$ cat config.mk
export PLATFORM = sky130hd
export DESIGN_NAME = rsdh_ram
export DESIGN_NICKNAME = d
export VERILOG_FILES = /design/src/rtl/core/rsdh_ram.sv
export SDC_FILE = /design/constraint.sdc
export NUM_CORES = 1
export LEC_CHECK = 0
export ABC_CLOCK_PERIOD_IN_PS = 3300
export BUFFER_PORTS_ARGS = -buffer_cell sky130_fd_sc_hd__buf_2
export CORE_AREA = 2 2 134 136
export DETAILED_ROUTE_END_ITERATION = 6
export DIE_AREA = 0 0 136 138
export GPL_ROUTABILITY_DRIVEN = 0
export PLACE_DENSITY = 0.51
export SYNTH_ARGS = -nofsm -noshare
export SYNTH_HDL_FRONTEND = slang
export SYNTH_SLANG_ARGS = --single-unit
$ cat constraint.sdc
create_clock -name clk -period 3.3 [get_ports clk]
set_clock_uncertainty 0.15 [all_clocks]
set_input_delay 0.66 -clock clk [delete_from_list [all_inputs] [get_ports clk]]
set_output_delay 0.66 -clock clk [all_outputs]
set_load 0.005 [all_outputs]
$ cat src/rtl/core/rsdh_ram.sv
// Generic single-write, single-read RAM with registered read data.
`timescale 1ns / 1ps

module rsdh_ram #(
  parameter int WIDTH = 8,
  parameter int DEPTH = 16
) (
  input  logic                     clk,
  input  logic                     we,
  input  logic [$clog2(DEPTH)-1:0] waddr,
  input  logic [WIDTH-1:0]         wdata,
  input  logic [$clog2(DEPTH)-1:0] raddr,
  output logic [WIDTH-1:0]         rdata
);

  logic [WIDTH-1:0] mem [DEPTH];

  always_ff @(posedge clk) begin
    if (we) begin
      mem[waddr] <= wdata;
    end
    rdata <= mem[raddr];
  end

endmodule

==> results by group <==
Routing
  – Initial DRC count: 270
  – Drt first pass iters: 4
  – Routed vias/inst: 4.57
  – Via total after detailed routing: 2387
  – Final wirelength: 10100 µm
  – Antenna Nets Post-Route: 0
  – Drt wl/cell: 19.3 µm
  – Residual DRC: 0

Layout
  – Reg area: 4000 µm²
  – Share of cells above drive strength 1: 31.4%
  – Design area: 6210 µm²
  – # nets final: 298
  – Fillers: 1663
  – Fin util: 35.4%
  – Multi-input gate area: 1060 µm²
  – Ant diodes: 0
  – P&R area growth vs syn: 20.7%

Critical path
  – Critical-path maximum fanout: 13
  – Setup crit end kind: flip-flop
  – Critical path data arrival time: 2.33 ns
  – Reg2Reg Depth: 3
  – Setup CP Type: in -> reg
  – Reg2reg start: mem[1][0]
  – Worst Setup EP: rdata[5]
  – WP data required: 3.45 ns
  – Slowest cell on crit path: mux4_1
  – Worst Setup SP: raddr[0]
  – Critical R2R Capture: rdata[0]
  – CP max stage delay: 0.58 ns
  – Worst path cell trace: buf_2, buf_4, mux4_1, a22oi_1, nand2_1
  – Critical Path Source Type: input pin
  – R2r setup slk: 1.71 ns

Clocking
  – Clk buf depth: 2
  – # Post-CTS Setup Buffers: 0
  – Inserted Clock Buffers: 17
  – CTS root buf: clkbuf_16
  – Clock Latency Late Sink: 0.41 ns
  – Post-CTS Resized: 0
  – Clock slew at reported path FFs: 0.06 ns
  – Hold_buf cts: 0
  – Clock sink count: 136
  – CTS tree: done
  – H-tree levels: 4

Logic synthesis
  – Register bit total from synthesis: 136
  – Predominant post-synthesis flop cell: edfxtp_1
  – Mapped Cells: 229
  – Synth area leaders: edfxtp_1, mux4_2, mux4_1, dfxtp_1, a22oi_1
  – Yosys cell types: 19
  – Area leader, netlist: edfxtp_1
  – Synth warn: 0
  – Yosys top cell area share: 74.7%
  – Mapped cell area: 5150 µm²
  – Post-synth EDFFs: 128
  – Syn_nets: 247
  – Syn_area_per_cell: 22.5 µm²
  – Sequential area share after synthesis: 77.8%
  – Post-synth ARST share: 0%

STA
  – Unrepaired setup endpoints after global routing: false
  – Setup WS post-layout: 1.11 ns
  – Hold Vio Cnt, Final: 0
  – Period utilization: 66.3%
  – Setup TNS: 0 ns
  – Worst slew pin tran: 0.871 ns
  – Final min period: 2.19 ns
  – Rel. slew slack: 41.7%
  – Fmax: 457 MHz
  – Finish-stage setup viols: 0
  – Max-slew violations: 0

GRT
  – Vias in the first global route: 2549
  – Largest net degree at the start of global routing: 27
  – Overflow after GRT: 0
  – First-pass GRT wire length: 15300 µm
  – Overall Global Routing Usage: 11.8%
  – Initial antenna violation count: 0

Min path
  – Worst Hold Class: in -> reg
  – Hold Crit Start: wdata[7]

Floorplan
  – Die Footprint: 18800 µm²
  – Core area: 17500 µm²
  – Starting Density: 29.4%
  – Std cell rows: 49
  – I/O pins: 26
  – Die W: 136 µm
  – Die height: 138 µm

Pwr
  – PD cells: 650 nW/µm²
  – Pleak: 2.08 nW
  – Peak VDD IR: 0.364 mV

Placement
  – Port Buf Inserts: 25
  – DPL Wire Length: 6630 µm
  – Placed cell areas: 5600 µm²
  – Pre-CTS WS: 0.620 ns

Run status
  – Outcome: completed

Job
  – MaxCap Viol Count: 0
-- routing by layer --
layer  vias to the layer above  track usage [%]  wire, µm
met5                         -                0         0
met3                        10             4.14       793
met2                        72             17.4      4790
met1                      1227             16.0      4360
li1                       1078                -         -
met4                         0             4.28       119
-- cell usage after synthesis, types with 2 or more instances --
cell type / instances
nand3b_1: 2
a22oi_1: 16
nor2_1: 13
nor3_1: 4
mux4_2: 18
buf_2: 3
edfxtp_1: 128
dfxtp_1: 8
clkdlybuf4s25_2: 3
nand2b_1: 2
nand2_1: 9
mux4_1: 14
buf_6: 3
-- flip-flops by register name, summed over array words and instances, names as in the netlist --
| name | cells |
|---|---|
| rdata | 8 |
| mem | 128 |
-- worst max-delay path: cells and delay by family --
kind | cells | cell delay (ns)
buffers and inverters | 2 | 0.71
AND/OR/NAND/NOR | 1 | 0.10
AO/OA/AOI/OAI | 1 | 0.28
multiplexers | 1 | 0.58
-- final cells by class --
cell class,count,area share [%]
flip-flops and latches,136,64.5
clock inverters,14,2.92
multi-input cells,83,17.0
well taps,229,4.61
clock buffers,18,6.91
repair buffers,42,4.07
-- placed cells by master (no fill, tap or decap), types with 6 or more instances in the layout --
master and instances:
clkbuf_16 17, buf_2 25, buf_4 17, nor2_1 13
dfxtp_1 8, clkinv_2 6, edfxtp_1 128, a22oi_1 16
mux4_2 18, nand2_1 9, mux4_1 14
-- report_power, final --
group | switching (W) | internal (W)
clock | 0.000668 | 0.00125
combinational | 0.0000994 | 0.0000743
sequential | 0.0000104 | 0.00193
total | 0.000778 | 0.00326
-- cell families after synthesis --
| family | synth area share, % |
|---|---|
| DFF | 77.8 |
| and+or+nand+nor | 3.18 |
| muxes | 15.0 |
| AOI/OAI and AO/OA | 2.33 |
| buffers and inverters | 1.68 |
-- through the flow --
stage	instances	power, W	hold WS (ns)
after floorplan	229	0.00207	0.479
after global placement	490	0.00215	0.513
after detailed placement	490	0.00216	0.531
after CTS	522	0.00408	0.466
after global routing	522	0.00418	0.471
final	522	0.00404	0.477
-- how the worst min path moves through the flow --
| stage | cells after the start | end |
|---|---|---|
| after floorplan | 3 | rdata[0] |
| after global placement | 3 | rdata[4] |
| after detailed placement | 3 | rdata[5] |
| after CTS | 1 | mem[10][7] |
| after global routing | 1 | mem[8][2] |
| final | 1 | mem[10][7] |
No activity file was read; power rests on OpenSTA's default activity.
