$ cat src/rtl/core/rsdh_pkg.sv
// Shared constants, register codes and types for the radial shell density histogram.
`timescale 1ns / 1ps

package rsdh_pkg;

  // Field widths
  localparam int POS_W      = 24;
  localparam int DENS_W     = 32;
  localparam int SEL_W      = 7;
  localparam int SPB_W      = 16;
  localparam int LIM_W      = 8;
  localparam int SUM_W      = 64;
  localparam int CNT_W      = 32;
  localparam int MEAN1_W    = 31;
  localparam int MEAN2_W    = 63;
  localparam int SQ_FRAC    = 16;

  // Shell storage
  localparam int MAX_SHELLS = 128;
  localparam int SHELL_AW   = $clog2(MAX_SHELLS);

  // Distance path
  localparam int D2_W       = 2 * POS_W + 2;
  localparam int ROOT_W     = POS_W + 1;
  localparam int IDX_FULL_W = ROOT_W + SPB_W - POS_W;

  // Shared iterative unit
  localparam int ITER_W     = SUM_W;
  localparam int REM_W      = CNT_W + 2;
  localparam int STEP_W     = $clog2(ITER_W);
  localparam int SQRT_STEPS = ROOT_W;
  localparam int DIV_STEPS  = ITER_W;
  localparam int MUL_W      = 32;

  // Stream payloads
  localparam int IN_TDATA_W  = 112;
  localparam int OUT_TDATA_W = 136;

  // Configuration port
  localparam int CFG_IDX_W  = 3;
  localparam int CFG_DATA_W = 24;

  typedef enum logic [CFG_IDX_W-1:0] {
    REG_CENTER_X       = 3'd0,
    REG_CENTER_Y       = 3'd1,
    REG_CENTER_Z       = 3'd2,
    REG_SHELLS_PER_BOX = 3'd3,
    REG_SHELLS_IN_USE  = 3'd4
  } cfg_reg_t;

  localparam logic [POS_W-1:0] CENTER_X_RST       = POS_W'(6059981);
  localparam logic [POS_W-1:0] CENTER_Y_RST       = POS_W'(3534255);
  localparam logic [POS_W-1:0] CENTER_Z_RST       = POS_W'(115381);
  localparam logic [SPB_W-1:0] SHELLS_PER_BOX_RST = SPB_W'(10000);
  localparam logic [LIM_W-1:0] SHELLS_IN_USE_RST  = LIM_W'(100);

  typedef enum logic {
    IU_SQRT = 1'b0,
    IU_DIV  = 1'b1
  } iu_op_t;

  typedef struct packed {
    logic   start;
    iu_op_t op;
  } iu_ctrl_t;

  typedef struct packed {
    logic busy;
    logic done;
  } iu_stat_t;

  typedef struct packed {
    logic [CNT_W-1:0] cnt;
    logic [SUM_W-1:0] sq_sum;
    logic [SUM_W-1:0] sum;
  } shell_entry_t;

endpackage

$ cat src/rtl/core/rsdh_iter_unit.sv
// Shared bit-serial unit: restoring square root and restoring division on one subtractor.
`timescale 1ns / 1ps

module rsdh_iter_unit (
  input  logic                           clk,
  input  logic                           rst,
  input  rsdh_pkg::iu_ctrl_t             ctrl,
  input  logic [rsdh_pkg::ITER_W-1:0]    num,
  input  logic [rsdh_pkg::CNT_W-1:0]     den,
  output rsdh_pkg::iu_stat_t             stat,
  output logic [rsdh_pkg::ITER_W-1:0]    result
);

  logic                          busy;
  logic                          done;
  rsdh_pkg::iu_op_t              op;
  logic [rsdh_pkg::STEP_W-1:0]   steps;
  logic [rsdh_pkg::REM_W-1:0]    rem;
  logic [rsdh_pkg::ITER_W-1:0]   quo;
  logic [rsdh_pkg::ITER_W-1:0]   shreg;
  logic [rsdh_pkg::CNT_W-1:0]    den_r;

  logic [rsdh_pkg::REM_W-1:0]    rem_sh;
  logic [rsdh_pkg::REM_W-1:0]    trial;
  logic [rsdh_pkg::REM_W:0]      diff;
  logic                          ge;

  // One compare-subtract per cycle; sqrt brings in two radicand bits, divide one.
  always_comb begin
    if (op == rsdh_pkg::IU_SQRT) begin
      rem_sh = {rem[rsdh_pkg::REM_W-3:0], shreg[rsdh_pkg::ITER_W-1 -: 2]};
      trial  = {quo[rsdh_pkg::REM_W-3:0], 2'b01};
    end else begin
      rem_sh = {rem[rsdh_pkg::REM_W-2:0], shreg[rsdh_pkg::ITER_W-1]};
      trial  = {2'b00, den_r};
    end
    diff = {1'b0, rem_sh} - {1'b0, trial};
    ge   = ~diff[rsdh_pkg::REM_W];
  end

  always_ff @(posedge clk) begin
    if (rst) begin
      busy <= 1'b0;
      done <= 1'b0;
    end else begin
      done <= 1'b0;
      if (ctrl.start) begin
        busy <= 1'b1;
      end else if (busy && steps == '0) begin
        busy <= 1'b0;
        done <= 1'b1;
      end
    end
  end

  always_ff @(posedge clk) begin
    if (ctrl.start) begin
      op    <= ctrl.op;
      rem   <= '0;
      quo   <= '0;
      den_r <= den;
      if (ctrl.op == rsdh_pkg::IU_SQRT) begin
        shreg <= {num[rsdh_pkg::D2_W-1:0], {(rsdh_pkg::ITER_W - rsdh_pkg::D2_W){1'b0}}};
        steps <= rsdh_pkg::STEP_W'(rsdh_pkg::SQRT_STEPS - 1);
      end else begin
        shreg <= num;
        steps <= rsdh_pkg::STEP_W'(rsdh_pkg::DIV_STEPS - 1);
      end
    end else if (busy) begin
      rem   <= ge ? diff[rsdh_pkg::REM_W-1:0] : rem_sh;
      quo   <= {quo[rsdh_pkg::ITER_W-2:0], ge};
      shreg <= (op == rsdh_pkg::IU_SQRT) ? (shreg << 2) : (shreg << 1);
      steps <= steps - 1'b1;
    end
  end

  assign stat.busy = busy;
  assign stat.done = done;
  assign result    = quo;

endmodule

$ cat config.mk
export PLATFORM = sky130hd
export DESIGN_NAME = rsdh_iter_unit
export DESIGN_NICKNAME = d
export VERILOG_FILES = /design/src/rtl/core/rsdh_pkg.sv /design/src/rtl/core/rsdh_iter_unit.sv
export SDC_FILE = /design/constraint.sdc
export NUM_CORES = 1
export LEC_CHECK = 0
export BUFFER_PORTS_ARGS = -buffer_cell sky130_fd_sc_hd__clkbuf_2
export CORE_MARGIN = 2
export CORE_UTILIZATION = 60
export CTS_BUF_LIST = sky130_fd_sc_hd__clkbuf_4
export DETAILED_ROUTE_END_ITERATION = 12
export PLACE_DENSITY = 0.83
export SETUP_SLACK_MARGIN = 0.4
export SYNTH_ARGS = -nofsm -noshare
export SYNTH_HDL_FRONTEND = slang
export SYNTH_SLANG_ARGS = --single-unit
export TNS_END_PERCENT = 30
$ cat constraint.sdc
create_clock -name clk -period 5 [get_ports clk]
set_clock_uncertainty 0.2 [all_clocks]
set_input_delay 1 -clock clk [delete_from_list [all_inputs] [get_ports clk]]
set_output_delay 1 -clock clk [all_outputs]
set_load 0.01 [all_outputs]
==> results_dict.tcl, run 1 <==
set metrics [dict create \
    synth_area_leaders "edfxtp_1 28%, dfxtp_1 18%, mux2i_1 14%, ha_1 3.9%, a211oi_1 3.9%" \
    fin_area_um2 12910 \
    grt_pass1_vias 8549 \
    power_switching_uw 1850 \
    holdPathStages 2 \
    cpLargestDelayFamily "compound AO/OA/AOI/OAI gates" \
    irDropWorstVdd_mv 0.2388 \
    endpoint_kind "register" \
    power-per-cell-area_nw_per_um2 416.8 \
    p_leak_uw 0.005519 \
    grt_overflow 0 \
    hp-class "reg -> reg" \
    slowest_stage "a211oi_1" \
    cts_tree "yes" \
    cp_max_fo 72 \
    place_congestion 0.9390 \
    cts_max_level 2 \
    start_util 0.6061 \
    detail_route.vias_per_cell 5.799 \
    synth.top_cell.area_share 0.2756 \
    slew_headroom 0.2753 \
    postCtsHoldBufs 0 \
    start_kind "register" \
    antenna_found_initial 1 \
    switching_share 0.3437 \
    fin_crit_ns 4.168 \
    crit_path_max_incr_delay_ns 0.47 \
    drive_above_1_share 0.2386 \
    ys_ff_latch 202 \
    postSynthCellCount 1111 \
    drv_cap 0 \
    worst_slew_pin_slew_ns 1.087 \
    setup_viol 0 \
    syn_nets 1247 \
    worstPathRequired_ns 5.36 \
    synth_edf_count 103 \
    regArea_um2 5079 \
    n_fill_cell 1448 \
    cts.path.max_buffers 3 \
    core_um2 18520 \
    fin_hold_ws_ns 0.2709 \
    ios 166 \
    dpl.hpwl_um 16970 \
    cts_made_buffers 53 \
    synthTopCellsByCount "157 x mux2i_1, 111 x nor2_1, 103 x edfxtp_1, 99 x dfxtp_1, 83 x nand2_1" \
    pwr-share-comb 0.341 \
    grt_usage 0.2467 \
    intPower_uw 3532 \
    vias 8971 \
    root_buffer "clkbuf_4" \
    pwr-share-clk 0.286 \
    die_y_um 140.8 \
    nNetsFinal 1403 \
    seqPwrFrac 0.373 \
    r2r_slack_ns 0.83 \
    cp_common_cell "nand2_1" \
    clkSlewWorstSetupHoldPaths_ns 0.06 \
    crit_arrival_ns 4.53 \
    die_area_um2 19810 \
    synth_ff_type "edfxtp_1" \
    antenna_left 0 \
    clkLatencyLatePin_ns 0.69 \
    avgSynthCellArea_um2 10.10 \
    fin_tns_setup_ns 0 \
    slew_viol_final 0 \
    place_area_um2 12170 \
    ys_seq_area_frac 0.4522 \
    postCtsSetupBuffers 0 \
    drc_errors 0 \
    holdCritStartpoint "rem[21]$_SDFFE_PP0P_" \
    finalPower_uw 5382 \
    rsz0062_at_grt "false" \
    die_w_um 140.8 \
    fin_crit_sh 0.8336 \
    r2r-end "rem[27]$_SDFFE_PP0P_" \
    num_rows 50 \
    drt_iter0_drc 614 \
    avgRoutedWirePerCell_um 16.37 \
    areaGrowthSynthToFinish_pct 15.06 \
    io_buffer_count 165 \
    synth_area_leader_cell "edfxtp_1" \
    multiInputGateArea_um2 5786 \
    totalWireLength_um 25330 \
    yosys_warnings 0 \
    path_cells "buf_12, mux2_2, ha_1, and2_1, nand3_1, a211oi_1, nand2_1, o21ai_2, a41o_2, nand2_1, a211o_1, o21ai_1" \
    netlist_area_um2 11220 \
    max_freq_mhz 239.9 \
    reg2reg_depth 12 \
    hold_violations 0 \
    status "finished clean" \
    critPathKind "reg -> reg" \
    yosysMostFrequentCell "mux2i_1" \
    async_flop_share 0 \
    holdPathEnd "rem[21]$_SDFFE_PP0P_" \
    grt_first_pass_wirelength_um 40570 \
    drt_first_pass_iters 4 \
    rr_startpoint "op$_DFFE_PP_" \
    ys_types 68 \
    worst-path-buf-inv 1 \
    cts.sinks 202 \
    grt_max_degree 114 \
    cts.repair.resized 0 \
]
[final cells by class]
| cell class | count | share of cell area |
|---|---|---|
| clock buffer | 90 | 0.05232 |
| timing repair buffer | 179 | 0.07451 |
| clock inverter | 10 | 0.005232 |
| sequential | 202 | 0.3933 |
| antenna | 1 | 0.0001938 |
| inverter | 13 | 0.003779 |
| tap | 234 | 0.02267 |
| multi-input combinational | 818 | 0.4480 |
[stage by stage]
stage	utilization	setup WS (ns)	cells
2_1_floorplan	-	0.5830	1111
4_1_cts	0.6972	0.6661	1546
6_report	0.6974	0.8322	1547
3_3_place_gp	0.6570	0.8767	1446
5_1_grt	0.6974	0.6119	1547
3_5_place_dp	0.6570	0.7518	1446
[sequential cells by signal, summed over array words and instances (netlist names)]
signal / flops
den_r: 32
op: 1
result: 64
steps: 6
shreg: 64
rem: 33
done: 1
busy: 1
[routing by layer]
metal  vias up  global-route usage  share of wire
li1       4459                   -              -
met1      4185              0.3439           0.47
met2       278              0.3846           0.45
met3        49             0.05673          0.060
met4         0             0.07895          0.019
met5         -                   0              0
[how the worst max path moves through the flow]
stage | from | to | slack, ns | depth (start not counted)
3_5_place_dp | op$_DFFE_PP_ | rem[27]$_SDFFE_PP0P_ | 0.75 | 13
5_1_grt | op$_DFFE_PP_ | rem[27]$_SDFFE_PP0P_ | 0.61 | 12
6_report | op$_DFFE_PP_ | rem[27]$_SDFFE_PP0P_ | 0.83 | 12
2_1_floorplan | op$_DFFE_PP_ | rem[0]$_SDFFE_PP0P_ | 0.58 | 15
4_1_cts | op$_DFFE_PP_ | rem[27]$_SDFFE_PP0P_ | 0.67 | 13
3_3_place_gp | op$_DFFE_PP_ | rem[27]$_SDFFE_PP0P_ | 0.88 | 13
[cell families (layout without fill, tap and decap cells)]
logic type,Yosys count,count (layout),synth area share
xor gates and xnor gates,26,26,0.02029
and+or+nand+nor,300,300,0.1245
buffers and inverters,91,292,0.03244
other,0,1,0
DFF,202,202,0.4522
muxes,188,188,0.1711
AOI/OAI and AO/OA,268,268,0.1586
adders and majority gates,36,36,0.04080
[cells in the final DEF (no fill, tap or decap), drive strengths merged, types with 4 or more instances in the layout]
cell type,count
o21bai,4
edfxtp,103
and3,7
a211oi,58
mux2i,157
nor3,10
a21o,11
mux2,31
dfxtp,99
or3,4
buf,15
nor2b,55
nand2b,5
clkinv,8
nor2,111
ha,35
inv,13
nand3,7
o21a,11
a21oi,80
xor2,11
a32oi,8
xnor2,15
a31oi,5
clkbuf,254
and2,6
nand2,83
o21ai,47
a311oi,17
[tightest hold or removal path: cells and delay by family, from the launching register on]
kind	cells	cell delay, ns
and+or+nand+nor	1	0.05
AOI/OAI and AO/OA	1	0.05
DFF	1	0.32
[power by group through the flow]
stage               clock (µW)  sequential [µW]  combinational [µW]
CTS                       1580             2000                1810
detailed placement           0             2040                1800
floorplan                    0             2010                1430
global route              1650             2020                2020
global placement             0             2030                1770
finish                    1540             2010                1830
No activity file was read; power rests on OpenSTA's default activity.
==> run 2, diff against run 1 <==
--- a/config.mk
+++ b/config.mk
@@ -7,10 +7,10 @@
 export LEC_CHECK = 0
 export BUFFER_PORTS_ARGS = -buffer_cell sky130_fd_sc_hd__clkbuf_2
 export CORE_MARGIN = 2
-export CORE_UTILIZATION = 60
+export CORE_UTILIZATION = 54
 export CTS_BUF_LIST = sky130_fd_sc_hd__clkbuf_4
 export DETAILED_ROUTE_END_ITERATION = 12
-export PLACE_DENSITY = 0.83
+export PLACE_DENSITY = 0.79
 export SETUP_SLACK_MARGIN = 0.4
 export SYNTH_ARGS = -nofsm -noshare
 export SYNTH_HDL_FRONTEND = slang
==> constraint.sdc (replaced) <==
create_clock -name clk -period 3.4 [get_ports clk]
set_clock_uncertainty 0.2 [all_clocks]
set_input_delay 0.68 -clock clk [delete_from_list [all_inputs] [get_ports clk]]
set_output_delay 0.68 -clock clk [all_outputs]
set_load 0.01 [all_outputs]
==> run 2 against run 1 <==
Effect of this change:
- non-clock buffer count is 175 higher
- die area is 11% higher
- highest routed layer unchanged
- core utilization increased by 5.8 points
- largest cell class unchanged
- the flow now finishes with violations (negative setup slack)
- design area rose by 19%
==> results_dict.tcl, run 2 (synthesis gave the netlist of run 1 again) <==
set metrics [dict create \
    status "finished, violations left" \
    violations "negative setup slack" \
    die_w_um 148.2 \
    rr_startpoint "op$_DFFE_PP_" \
    crit_path_max_incr_delay_ns 0.42 \
    start_kind "register" \
    fin_util 0.7558 \
    fin_hold_ws_ns 0.1117 \
    holdCritStartpoint "num[13]" \
    critPathKind "reg -> reg" \
    multiInputGateArea_um2 6457 \
    regArea_um2 5079 \
    worst_slew_pin_slew_ns 1.372 \
    cts.path.max_buffers 3 \
    irDropWorstVdd_mv 0.4637 \
    slew_headroom 0.08216 \
    die_y_um 148.2 \
    drive_above_1_share 0.3577 \
    place_ws_ns -0.4010 \
    core_um2 20300 \
    nNetsFinal 1580 \
    fin_crit_sh 1.133 \
    grt_max_degree 95 \
    slew_viol_final 0 \
    r2r-end "rem[6]$_SDFFE_PP0P_" \
    clkLatencyLatePin_ns 0.67 \
    setup_ws_ns -0.4539 \
    power-per-cell-area_nw_per_um2 667.1 \
    worst-path-buf-inv 6 \
    rsz0062_at_grt "true" \
    num_rows 52 \
    reg2reg_depth 17 \
    cpLargestDelayFamily "compound AO/OA/AOI/OAI gates" \
    grt_usage 0.2879 \
    path_cells "buf_6, buf_6, buf_16, buf_4, mux2_2, ha_4, a211oi_2, nor2_2, nor3b_4, a21boi_4, o21ai_4, buf_6, a41o_4, buf_12, o21ai_1, o21ai_2, a211oi_2" \
    totalWireLength_um 33540 \
    hp-class "in -> reg" \
    vias 10480 \
    holdPathEnd "shreg[13]$_DFFE_PP_" \
    p_leak_uw 0.006586 \
    cts_made_buffers 54 \
    fin_area_um2 15340 \
    drc_errors 0 \
    fin_crit_ns 3.854 \
    drt_iter0_drc 850 \
    final_common_cell "clkbuf_2" \
    cp_max_fo 6 \
    grt_overflow 0 \
    worstPathRequired_ns 3.77 \
    layout_common_cells "164 x clkbuf_2, 151 x mux2i_1, 115 x buf_4" \
    place_congestion 0.9339 \
    cts_max_level 2 \
    drv_cap 0 \
    setup_viol 34 \
    r2r_slack_ns -0.45 \
    die_area_um2 21950 \
    drt_first_pass_iters 7 \
    slowest_stage "edfxtp_1" \
    antenna_left 0 \
    endpoint_kind "register" \
    dpl.hpwl_um 19600 \
    areaGrowthSynthToFinish_pct 36.70 \
    crit_arrival_ns 4.22 \
    grt_first_pass_wirelength_um 51320 \
    clkSlewWorstSetupHoldPaths_ns 0.07 \
    place_area_um2 12990 \
    detail_route.vias_per_cell 5.950 \
    root_buffer "clkbuf_4" \
    grt_pass1_vias 10360 \
    fin_tns_setup_ns -11.95 \
    cp_common_cell "buf_6" \
    antenna_found_initial 1 \
    cts.sinks 202 \
    avgRoutedWirePerCell_um 19.05 \
    cts_tree "yes" \
    holdPathStages 3 \
    n_fill_cell 1322 \
    start_util 0.5529 \
    ios 166 \
    io_buffer_count 165 \
    max_freq_mhz 259.5 \
    hold_violations 0 \
]
-- run 2: cell types whose count changed in the layout (fill, tap and decap cells not counted), moves of 6 or more --
cell and change:
ha_1 -19, buf_4 +103, mux2_2 -6, dlygate4sd3_1 +33, mux2_4 +7, a311oi_2 +6, buf_12 +8, buf_6 +22
ha_4 +16, a311oi_1 -6, mux2i_1 -6, o21ai_0 -17, o21ai_1 +13
-- run 2: worst max path at each step --
stage	startpoint	slack, ns	to	cells after the start
2_1_floorplan	op$_DFFE_PP_	-0.14	rem[0]$_SDFFE_PP0P_	15
3_3_place_gp	op$_DFFE_PP_	-0.27	rem[30]$_SDFFE_PP0P_	12
3_5_place_dp	op$_DFFE_PP_	-0.40	rem[30]$_SDFFE_PP0P_	13
4_1_cts	op$_DFFE_PP_	-0.28	rem[11]$_SDFFE_PP0P_	15
5_1_grt	op$_DFFE_PP_	-0.63	rem[6]$_SDFFE_PP0P_	17
6_report	op$_DFFE_PP_	-0.45	rem[6]$_SDFFE_PP0P_	17
-- run 2: cell type report --
| class | count | share of cell area |
|---|---|---|
| Multi-Input combinational cell | 819 | 0.4209 |
| Sequential cell | 202 | 0.3310 |
| Clock buffer | 86 | 0.04208 |
| Clock inverter | 16 | 0.005056 |
| Inverter | 13 | 0.003181 |
| Timing Repair Buffer | 354 | 0.1756 |
| Tap cell | 270 | 0.02202 |
| Antenna cell | 1 | 0.0001631 |
-- run 2: worst register-to-register path: stages, from the launching register on --
cell and delay (ns):
edfxtp_1 0.42, buf_6 0.15, buf_6 0.12, buf_16 0.14, buf_4 0.14, mux2_2 0.31, ha_4 0.26, a211oi_2 0.27
nor2_2 0.12, nor3b_4 0.21, a21boi_4 0.25, o21ai_4 0.11, buf_6 0.15, a41o_4 0.30, buf_12 0.16, o21ai_1 0.11
o21ai_2 0.09, a211oi_2 0.23
-- run 2: per-stage QoR --
stage	power [µW]	std cells
detailed placement	6241	1576
global route	10690	1761
floorplan	5098	1111
global placement	6162	1576
CTS	9682	1756
finish	10230	1761
-- run 2: metal layers --
layer	track usage	routed length, µm	vias up
met5	0	0	-
met4	0.1414	1571	0
met3	0.06012	2369	157
met2	0.4650	15810	507
met1	0.3693	13790	4991
li1	-	-	4823
-- run 2: repair_timing --
| action | 4_1_cts | 5_1_grt |
|---|---|---|
| buffers inserted | 38 | 4 |
| setup endpoints to repair | 34 | 34 |
| cloned | 7 | 0 |
| pin swaps | 48 | 14 |
| hold buffers | 33 | 0 |
| gates resized for setup | 121 | 41 |
| hold endpoints to repair | 33 | 0 |
-- run 2: power by group --
group,leakage (µW),total (µW),switching (µW),internal (µW)
clock network,0.000433,2210,1060,1160
logic,0.00433,5060,2490,2570
registers,0.00183,2960,146,2820
total,0.00659,10200,3690,6550
